===== src/c3rm_pkg.sv =====
// Shared types and constants for the 3x3 conv, requantize and max-pool block.
package c3rm_pkg;
  localparam logic [1:0] FUNC_WR_WEIGHT = 2'd0;
  localparam logic [1:0] FUNC_WR_BIAS   = 2'd1;
  localparam logic [1:0] FUNC_WR_ACT    = 2'd2;
  localparam logic [1:0] FUNC_QUERY     = 2'd3;
  localparam int unsigned KSIZE = 3;
  localparam logic [6:0] CLAMP_MAX = 7'd127;

  // Controller to datapath commands.
  typedef struct packed {
    logic       start;    // capture the query and clear the pooled max
    logic       pix_init; // load bias into the accumulator
    logic       rd;       // issue one tap/lane-block read
    logic       mac;      // accumulate the previous read
    logic       req;      // start requantization of the finished pixel
    logic       fold;     // fold the requantized pixel into the max
  } c3rm_cmd_t;
endpackage


===== src/c3rm_ctrl.sv =====
// Controller: sequences pixels, taps and lane blocks of one query.
module c3rm_ctrl import c3rm_pkg::*; #(
  parameter int unsigned NBLK = 2
) (
  input  logic       clk,
  input  logic       rst_n,
  input  logic       go,
  output logic       busy,
  output logic       done,
  output logic [1:0] pix,
  output logic [1:0] ky,
  output logic [1:0] kx,
  output logic [$clog2(NBLK+1)-1:0] blk,
  output c3rm_cmd_t  cmd
);
  localparam int BW = $clog2(NBLK + 1);
  localparam logic [2:0] S_IDLE = 3'd0, S_INIT = 3'd1, S_RUN = 3'd2,
                         S_LAST = 3'd3, S_REQ1 = 3'd4, S_REQ2 = 3'd5, S_FOLD = 3'd6;
  logic [2:0] state_r, state_nxt;
  logic [1:0] pix_r, pix_nxt, ky_r, ky_nxt, kx_r, kx_nxt;
  logic [BW-1:0] blk_r, blk_nxt;
  logic last_tap;

  assign last_tap = (ky_r == 2'd2) && (kx_r == 2'd2) && (blk_r == BW'(NBLK - 1));

  always_comb begin
    state_nxt = state_r;
    pix_nxt = pix_r; ky_nxt = ky_r; kx_nxt = kx_r; blk_nxt = blk_r;
    cmd = '0;
    done = 1'b0;
    unique case (state_r)
      S_IDLE: if (go) begin
        cmd.start = 1'b1;
        pix_nxt = 2'd0;
        state_nxt = S_INIT;
      end
      S_INIT: begin
        cmd.pix_init = 1'b1;
        ky_nxt = 2'd0; kx_nxt = 2'd0; blk_nxt = '0;
        state_nxt = S_RUN;
      end
      S_RUN: begin
        cmd.rd = 1'b1;
        if (blk_r != BW'(NBLK - 1)) blk_nxt = blk_r + 1'b1;
        else begin
          blk_nxt = '0;
          if (kx_r != 2'd2) kx_nxt = kx_r + 2'd1;
          else begin
            kx_nxt = 2'd0;
            ky_nxt = ky_r + 2'd1;
          end
        end
        if (last_tap) state_nxt = S_LAST;
      end
      S_LAST: begin
        cmd.mac = 1'b1;
        state_nxt = S_REQ1;
      end
      S_REQ1: begin
        cmd.req = 1'b1;
        state_nxt = S_REQ2;
      end
      S_REQ2: state_nxt = S_FOLD;
      S_FOLD: begin
        cmd.fold = 1'b1;
        if (pix_r == 2'd3) begin
          done = 1'b1;
          state_nxt = S_IDLE;
        end else begin
          pix_nxt = pix_r + 2'd1;
          state_nxt = S_INIT;
        end
      end
      default: state_nxt = S_IDLE;
    endcase
    // accumulate the previous cycle's read while still reading
    if (state_r == S_RUN && !(ky_r == 2'd0 && kx_r == 2'd0 && blk_r == '0))
      cmd.mac = 1'b1;
  end

  always_ff @(posedge clk) begin
    if (!rst_n) begin
      state_r <= S_IDLE;
      pix_r <= '0; ky_r <= '0; kx_r <= '0; blk_r <= '0;
    end else begin
      state_r <= state_nxt;
      pix_r <= pix_nxt; ky_r <= ky_nxt; kx_r <= kx_nxt; blk_r <= blk_nxt;
    end
  end

  assign busy = (state_r != S_IDLE);
  assign pix = pix_r;
  assign ky = ky_r;
  assign kx = kx_r;
  assign blk = blk_r;
endmodule


===== config.mk =====
export PLATFORM = sky130hd
export DESIGN_NAME = c3rm_ctrl
export DESIGN_NICKNAME = d
export VERILOG_FILES = /design/src/c3rm_pkg.sv /design/src/c3rm_ctrl.sv
export SDC_FILE = /design/constraint.sdc
export NUM_CORES = 1
export LEC_CHECK = 0
export ABC_AREA = 1
export ABC_CLOCK_PERIOD_IN_PS = 2390
export BUFFER_PORTS_ARGS = -buffer_cell sky130_fd_sc_hd__buf_2
export CORE_ASPECT_RATIO = 1.5
export CORE_MARGIN = 10
export CORE_UTILIZATION = 30
export CTS_CLUSTER_DIAMETER = 100
export DETAILED_ROUTE_END_ITERATION = 10
export PLACE_DENSITY = 0.57
export SLEW_MARGIN = 5
export SYNTH_ARGS = -nofsm -noshare
export SYNTH_HDL_FRONTEND = slang
export SYNTH_SLANG_ARGS = --single-unit

===== constraint.sdc =====
create_clock -name clk -period 2.39 [get_ports clk]
set_input_delay 0.239 -clock clk [delete_from_list [all_inputs] [get_ports clk]]
set_output_delay 0.239 -clock clk [all_outputs]
set_load 0.1 [all_outputs]

==> results of run 1 <==
-- cells by family (layout without fill, tap and decap cells) --
group / after synthesis / after routing / share of synthesized area [%]
and+or+nand+nor: 48 / 48 / 38.1
buffers and inverters: 20 / 42 / 11.3
AOI/OAI and AO/OA: 13 / 13 / 11.7
DFF: 11 / 11 / 33.2
adders and majority gates: 3 / 3 / 5.66
-- routing by layer --
layer	part of all wire [%]	vias to the layer above
met5	0	-
li1	-	349
met1	38	295
met4	1.5	0
met3	7.2	2
met2	53	11
-- flip-flops by register name, indices dropped and copies added (netlist names) --
register and flops:
ky 2, kx 2, blk 2, state_r 3, pix 2
-- cells in the mapped netlist --
| cell | instances |
|---|---|
| a21oi_1 | 5 |
| a21oi_2 | 2 |
| a31oi_1 | 1 |
| dfxtp_1 | 11 |
| ha_1 | 3 |
| inv_1 | 18 |
| inv_2 | 2 |
| nand2_1 | 16 |
| nand2_2 | 3 |
| nand3_1 | 7 |
| nand3_2 | 5 |
| nand3_4 | 1 |
| nand4_1 | 3 |
| nor2_1 | 11 |
| nor2_2 | 1 |
| nor3_1 | 1 |
| o21ai_0 | 4 |
| o21ai_2 | 1 |
-- per-stage QoR --
stage	cells	setup WS, ns	area (sq um)
after global placement	135	0.809	788
final	139	0.551	815
after CTS	139	0.524	815
after floorplan	95	0.0240	671
after detailed placement	135	0.824	788
after global routing	139	0.442	815
-- how the worst max path moves through the flow --
stage	endpoint	slack, ns
after floorplan	cmd[2]	0.02
after global placement	cmd[2]	0.81
after detailed placement	cmd[2]	0.82
after CTS	cmd[2]	0.52
after global routing	cmd[2]	0.44
final	cmd[2]	0.55
-- worst max-delay path, cell delays in order (launching register included) --
cell and delay (ns):
dfxtp_1 0.53, inv_2 0.11, nor2_2 0.13, o21ai_0 0.10, inv_1 0.05, buf_2 0.41
-- final cells by class --
type	count	area [sq um]	area share, %
multi-input cells	64	375	46.1
flip-flops and latches	11	220	27.0
repair buffers	18	90.1	11.1
inverters	20	75.1	9.22
well taps	22	27.5	3.38
clock buffers	4	26.3	3.23
==> run metrics, run 1 <==
outcome complete, no violations; GP Congestion between 0.7 and 0.8; hold path start rst_n; Area contributors post-synth dfxtp_1, inv_1, nand2_1; # H-tree levels 1; R2R Path End kx[1]; critical path launch point state_r[1]; RSZ-0062 raised after global routing false; Core Util, Final 39.2%; grt met1 use under 10%; Starting DRT DRC Count 14; share of layout cells above drive strength 1 between 30% and 40%; R2R Path Start state_r[1]; setup TNS 0 ns; worst-case clock buffer depth 2; gr usage total 7.14%; Clk pin slew, worst setup/hold paths 0.07 ns; Max-Slew Margin vs Limit between 60% and 70%; Detailed Routing Iterations Pass 1 2; fillcell total approximately 220; Worst EP arrival about 1.6 ns; commonest cells after routing, fill and taps aside inv_1, buf_2, nand2_1; met3 Use GR 2.44%; core area slightly above 2000 sq um; Max FO, Critical Path 7; Hold EP ky[0]; Hold Path Class in -> reg; # diodes 0; cells after synthesis 95; post-cts resize count 0; Mean Syn Cell Area 6.98 sq um; WS Path Type reg -> out; nets 124; clk_skew 0.00215 ns; largest net degree at the start of global routing 8; minimum hold slack about 0.27 ns; Port Buf Inserts 18; leading area contributor after synthesis dfxtp_1; Routed Antenna Nets 0; Rows 20; CTS tree built; MaxCap Viol Count 0; first-pass GRT wire length between 2000 and 3000 um; DRC viols 0; Initial Util about a third; critical path launch point type register; final hold violation count 0; total setup buffers inserted after CTS 0; min Tclk post-route between 1.5 and 2 ns; vias 657; drt total wl roughly 1500 um; f_max 0.544 GHz; share of the synthesized area in the top cell type around a third; total grt overflow 0; met2 Use GR around an eighth; Slew Limit Fails 0; Mapped Nets 101; DP HPWL ~1300 um; # clock sinks 11; Die W around 60 um; Ys Warns 0; CTS Buf Count 3; Die H 77.6 um; Worst-Margin Slew 0.490 ns; Root Driver clkbuf_4; post-synthesis instance area between 600 and 700 sq um; Tcrit/Tclk final ~77%; Skew-Pair Late Insertion Delay around 0.26 ns; WL per Instance between 10 and 15 um; initial antenna violation count 0; Setup violations, final 0; Vias/cell between 4 and 5; Layout area overhead 22.8%; Yosys reg bits 11; # hold bufs at CTS 0; synth unique cells 18; R2R Setup Slk ~1.1 ns; Crit path required time 2.15 ns; number of cells on the worst hold path 3; gr busiest metal met2; die area between 4000 and 5000 sq um; R2R depth 7; sequential share of the synthesized area around a third; Ports 19; CP Capture Type output port; vias in the first global route 630
Power of run 1 is not shown: default switching activity piles up to over one toggle a cycle in this logic, so the estimate is an artifact.
==> run 2, diff against run 1 <==
--- a/config.mk
+++ b/config.mk
@@ -6,7 +6,7 @@
 export NUM_CORES = 1
 export LEC_CHECK = 0
 export ABC_AREA = 1
-export ABC_CLOCK_PERIOD_IN_PS = 2390
+export ABC_CLOCK_PERIOD_IN_PS = 1850
 export BUFFER_PORTS_ARGS = -buffer_cell sky130_fd_sc_hd__buf_2
 export CORE_ASPECT_RATIO = 1.5
 export CORE_MARGIN = 10
==> constraint.sdc (replaced) <==
create_clock -name clk -period 1.85 [get_ports clk]
set_input_delay 0.185 -clock clk [delete_from_list [all_inputs] [get_ports clk]]
set_output_delay 0.185 -clock clk [all_outputs]
set_load 0.1 [all_outputs]
==> run 2 against run 1 <==
Net effect:
- first-iteration DRC count shrank 29%
- non-clock buffer count is the same
- clock skew is essentially flat
- die area is the same
- largest cell class unchanged
==> run metrics, run 2 (synthesis results as in run 1) <==
max reg flops 3; Die H 77.6 um; Starting DRT DRC Count 10; # hold bufs at CTS 0; nets around 120; drt total wl ~1600 um; Clk pin slew, worst setup/hold paths 0.07 ns; CTS Buf Count 3; largest net degree at the start of global routing 8; R2R Setup Slk around 0.59 ns; CTS tree built; Die W about 60 um; # diodes 0; # clock sinks 11; Sequential Area around 230 sq um; RSZ-0062 raised after global routing false; Tcrit/Tclk final between 90 and 100%; Port Buf Inserts 18; R2R Path Start state_r[1]; fillcell total ~220; first-pass GRT wire length between 2000 and 3000 um; die area 4530 sq um; MaxCap Viol Count 0; number of cells on the worst hold path 3; total grt overflow 0; share of layout cells above drive strength 1 roughly two fifths; minimum hold slack ~0.20 ns; Largest Register state_r; Initial Util between 30% and 40%; Max FO, Critical Path 7; Skew-Pair Late Insertion Delay ~0.27 ns; clk_skew 0.00218 ns; Layout area overhead 29.1%; core area roughly 2100 sq um; Ports 19; Routed Antenna Nets 0; footprint of the multi-input gates ~380 sq um; WS Path Type reg -> out; WL per Instance between 10 and 15 um; placed cell areas approximately 800 sq um; CP Capture Type output port; worst-case clock buffer depth 2; Worst-Margin Slew between 0.4 and 0.5 ns; initial antenna violation count 0; DP HPWL between 1000 and 1500 um; vias in the first global route between 600 and 700; Rows 20; commonest cells after routing, fill and taps aside inv_1, nand2_1, buf_2; Worst EP arrival approximately 1.5 ns; critical path launch point type register; Hold Path Class in -> reg; f_max between 0.5 and 0.6 GHz; outcome complete, no violations; R2R depth 7; Setup violations, final 0; final hold violation count 0; Vias/cell between 4 and 5; min Tclk post-route between 1.5 and 2 ns; Crit path required time 1.66 ns; R2R Path End kx[0]; gr usage total approximately 7.7%; DRC viols 0; Slew Limit Fails 0; GP Congestion roughly 0.81; Layout Cell Area excl Fill approximately 860 sq um; # H-tree levels 1; Hold EP pix[0]; vias around 670; Detailed Routing Iterations Pass 1 4; Max-Slew Margin vs Limit between 60% and 70%; Root Driver clkbuf_4; hold path start rst_n
[run 2: cell count changes in the layout (fill, tap and decap cells not counted), sizes merged]
| cell | previous run | this run |
|---|---|---|
| buf | 18 | 15 |
| clkbuf | 4 | 7 |
| clkinvlp | 0 | 1 |
| inv | 20 | 19 |
[run 2: layout make-up]
| class | count | area share, % |
|---|---|---|
| Clock buffer | 4 | 3.07 |
| Inverter | 20 | 9.21 |
| Multi-Input combinational cell | 64 | 44.4 |
| Sequential cell | 11 | 26.9 |
| Tap cell | 22 | 3.22 |
| Timing Repair Buffer | 18 | 13.2 |
[run 2: repair_timing]
item / in CTS / in global routing
setup endpoints to repair: 0 / 3
setup buffers: 0 / 0
gates resized for setup: 0 / 3
[run 2: stage by stage]
step           util, %  cells  TNS [ns]  setup slack (ns)
3_3_place_gp      39.6    135         0             0.378
4_1_cts           40.8    139         0            0.0542
3_5_place_dp      39.6    135         0             0.364
2_1_floorplan        -     95   -0.0400           -0.0400
6_report          41.2    139         0             0.156
5_1_grt           41.2    139         0           0.00606
[run 2: worst max-delay path, stage by stage (launching register included)]
cell	delay [ns]
dfxtp_1	0.52
inv_2	0.10
nor2_2	0.12
o21ai_0	0.12
inv_2	0.06
clkbuf_4	0.31
[run 2: worst max path at each step]
stage	from	endpoint	slack [ns]	depth (start not counted)
floorplan	state_r[2]	cmd[1]	-0.04	2
global placement	state_r[1]	cmd[2]	0.38	5
detailed placement	state_r[1]	cmd[2]	0.36	5
CTS	state_r[1]	cmd[2]	0.05	5
global route	state_r[1]	cmd[2]	0.006	5
finish	state_r[1]	cmd[2]	0.16	5
[run 2: routing by layer]
layer | GRT usage (%) | up-vias | share of wire, %
met2 | 14.2 | 14 | 54
met1 | 6.87 | 302 | 38
met5 | 0 | - | 0
li1 | - | 348 | -
met3 | 2.12 | 4 | 5.6
met4 | 4.72 | 0 | 2.1
Power of run 2 is left out for the same reason.
==> run 3, diff against run 2 <==
--- a/config.mk
+++ b/config.mk
@@ -6,7 +6,7 @@
 export NUM_CORES = 1
 export LEC_CHECK = 0
 export ABC_AREA = 1
-export ABC_CLOCK_PERIOD_IN_PS = 1850
+export ABC_CLOCK_PERIOD_IN_PS = 1800
 export BUFFER_PORTS_ARGS = -buffer_cell sky130_fd_sc_hd__buf_2
 export CORE_ASPECT_RATIO = 1.5
 export CORE_MARGIN = 10
==> constraint.sdc (replaced) <==
create_clock -name clk -period 1.8 [get_ports clk]
set_input_delay 0.18 -clock clk [delete_from_list [all_inputs] [get_ports clk]]
set_output_delay 0.18 -clock clk [all_outputs]
set_load 0.1 [all_outputs]
==> run 3 against run 2 <==
Net effect:
- first-iteration DRC count up 110%
- critical path depth down 1
- die area unchanged
- flip-flop and latch count unchanged
- critical path type unchanged
- highest routed layer unchanged
==> run metrics, run 3 (synthesis results as in run 1) <==
post-cts resize count 0; commonest cells after routing, fill and taps aside inv_1, nand2_1, buf_2; gr usage total under 10%; CTS tree built; Die H ~78 um; MaxCap Viol Count 0; pre-CTS setup slack roughly 0.33 ns; Skew-Pair Late Insertion Delay 0.26 ns; Sequential Area approximately 230 sq um; number of cells on the worst hold path 3; total grt overflow 0; Worst-Margin Slew roughly 0.49 ns; Initial Util between 30% and 40%; CP Capture Type output port; total setup buffers inserted after CTS 0; Max FO, Critical Path 7; placed cells 135; worst-case clock buffer depth 2; Hold Path Class in -> reg; Clk pin slew, worst setup/hold paths 0.07 ns; Tcrit/Tclk final between 90 and 100%; placed cell areas 837 sq um; footprint of the multi-input gates 380 sq um; die area approximately 4500 sq um; WL per Instance about 11 um; setup TNS 0 ns; # hold bufs at CTS 0; hold path start rst_n; R2R Path Start state_r[1]; Max-Slew Margin vs Limit roughly 68%; # diodes 0; Slew Limit Fails 0; Starting DRT DRC Count 21; # clock sinks 11; Root Driver clkbuf_4; critical path launch point state_r[1]; min Tclk post-route 1.69 ns; nets ~120; first-pass GRT wire length approximately 2600 um; Routed Antenna Nets 0; Layout area overhead 30.6%; f_max about 0.6 GHz; initial antenna violation count 0; core area roughly 2100 sq um; RSZ-0062 raised after global routing false; Detailed Routing Iterations Pass 1 4; DP HPWL 1300 um; Vias/cell between 4 and 5; Ports 19; max reg flops 3; GP Congestion 0.815; Worst EP arrival ~1.5 ns; WS Path Type reg -> out; Hold EP kx[0]; DRC viols 0; R2R depth 7; critical path launch point type register; Largest Register state_r; final hold violation count 0; vias around 660; Port Buf Inserts 18; vias in the first global route 639; Rows 20; Crit path required time 1.62 ns; Setup violations, final 0; outcome complete, no violations; largest net degree at the start of global routing 8; Die W ~58 um; R2R Setup Slk about 0.53 ns; CTS Buf Count 3; clk_skew ~0.005 ns; drt total wl roughly 1500 um; share of layout cells above drive strength 1 41.0%; Layout Cell Area excl Fill about 870 sq um; final non-filler cell total roughly 140; final setup margin between 0.1 and 0.15 ns; fillcell total about 220; # H-tree levels 1; R2R Path End kx[1]
-- run 3: per-layer routing --
layer | global-route usage, % | wire [um]
met1 | 6.88 | 600
met2 | 12.0 | 807
met3 | 2.28 | 98
met4 | 2.83 | 27
met5 | 0 | 0
-- run 3: how the worst max path moves through the flow --
stage	slack (ns)	to	depth (start not counted)
2_1_floorplan	-0.08	cmd[1]	2
5_1_grt	0.0006	cmd[5]	4
6_report	0.11	cmd[5]	4
3_3_place_gp	0.36	cmd[3]	4
3_5_place_dp	0.33	cmd[3]	4
4_1_cts	0.05	cmd[3]	4
-- run 3: cell type report --
class                      count  area share [%]
multi-input combinational     64            43.9
clock buffer                   4            3.03
timing repair buffer          18            14.2
inverter                      20            9.10
sequential                    11            26.6
tap                           22            3.18
-- run 3: through the flow --
stage          hold WS [ns]  util (%)
2_1_floorplan         0.293         -
3_3_place_gp          0.468      40.3
3_5_place_dp          0.474      40.3
4_1_cts               0.202      41.6
5_1_grt               0.201      41.7
6_report              0.201      41.7
-- run 3: critical path: stages, from the launching register on --
cell and delay, ns:
dfxtp_1 0.41, nor2_1 0.22, nand2_2 0.11, nor2_4 0.08
buf_2 0.42
Power of run 3 is left out for the same reason.
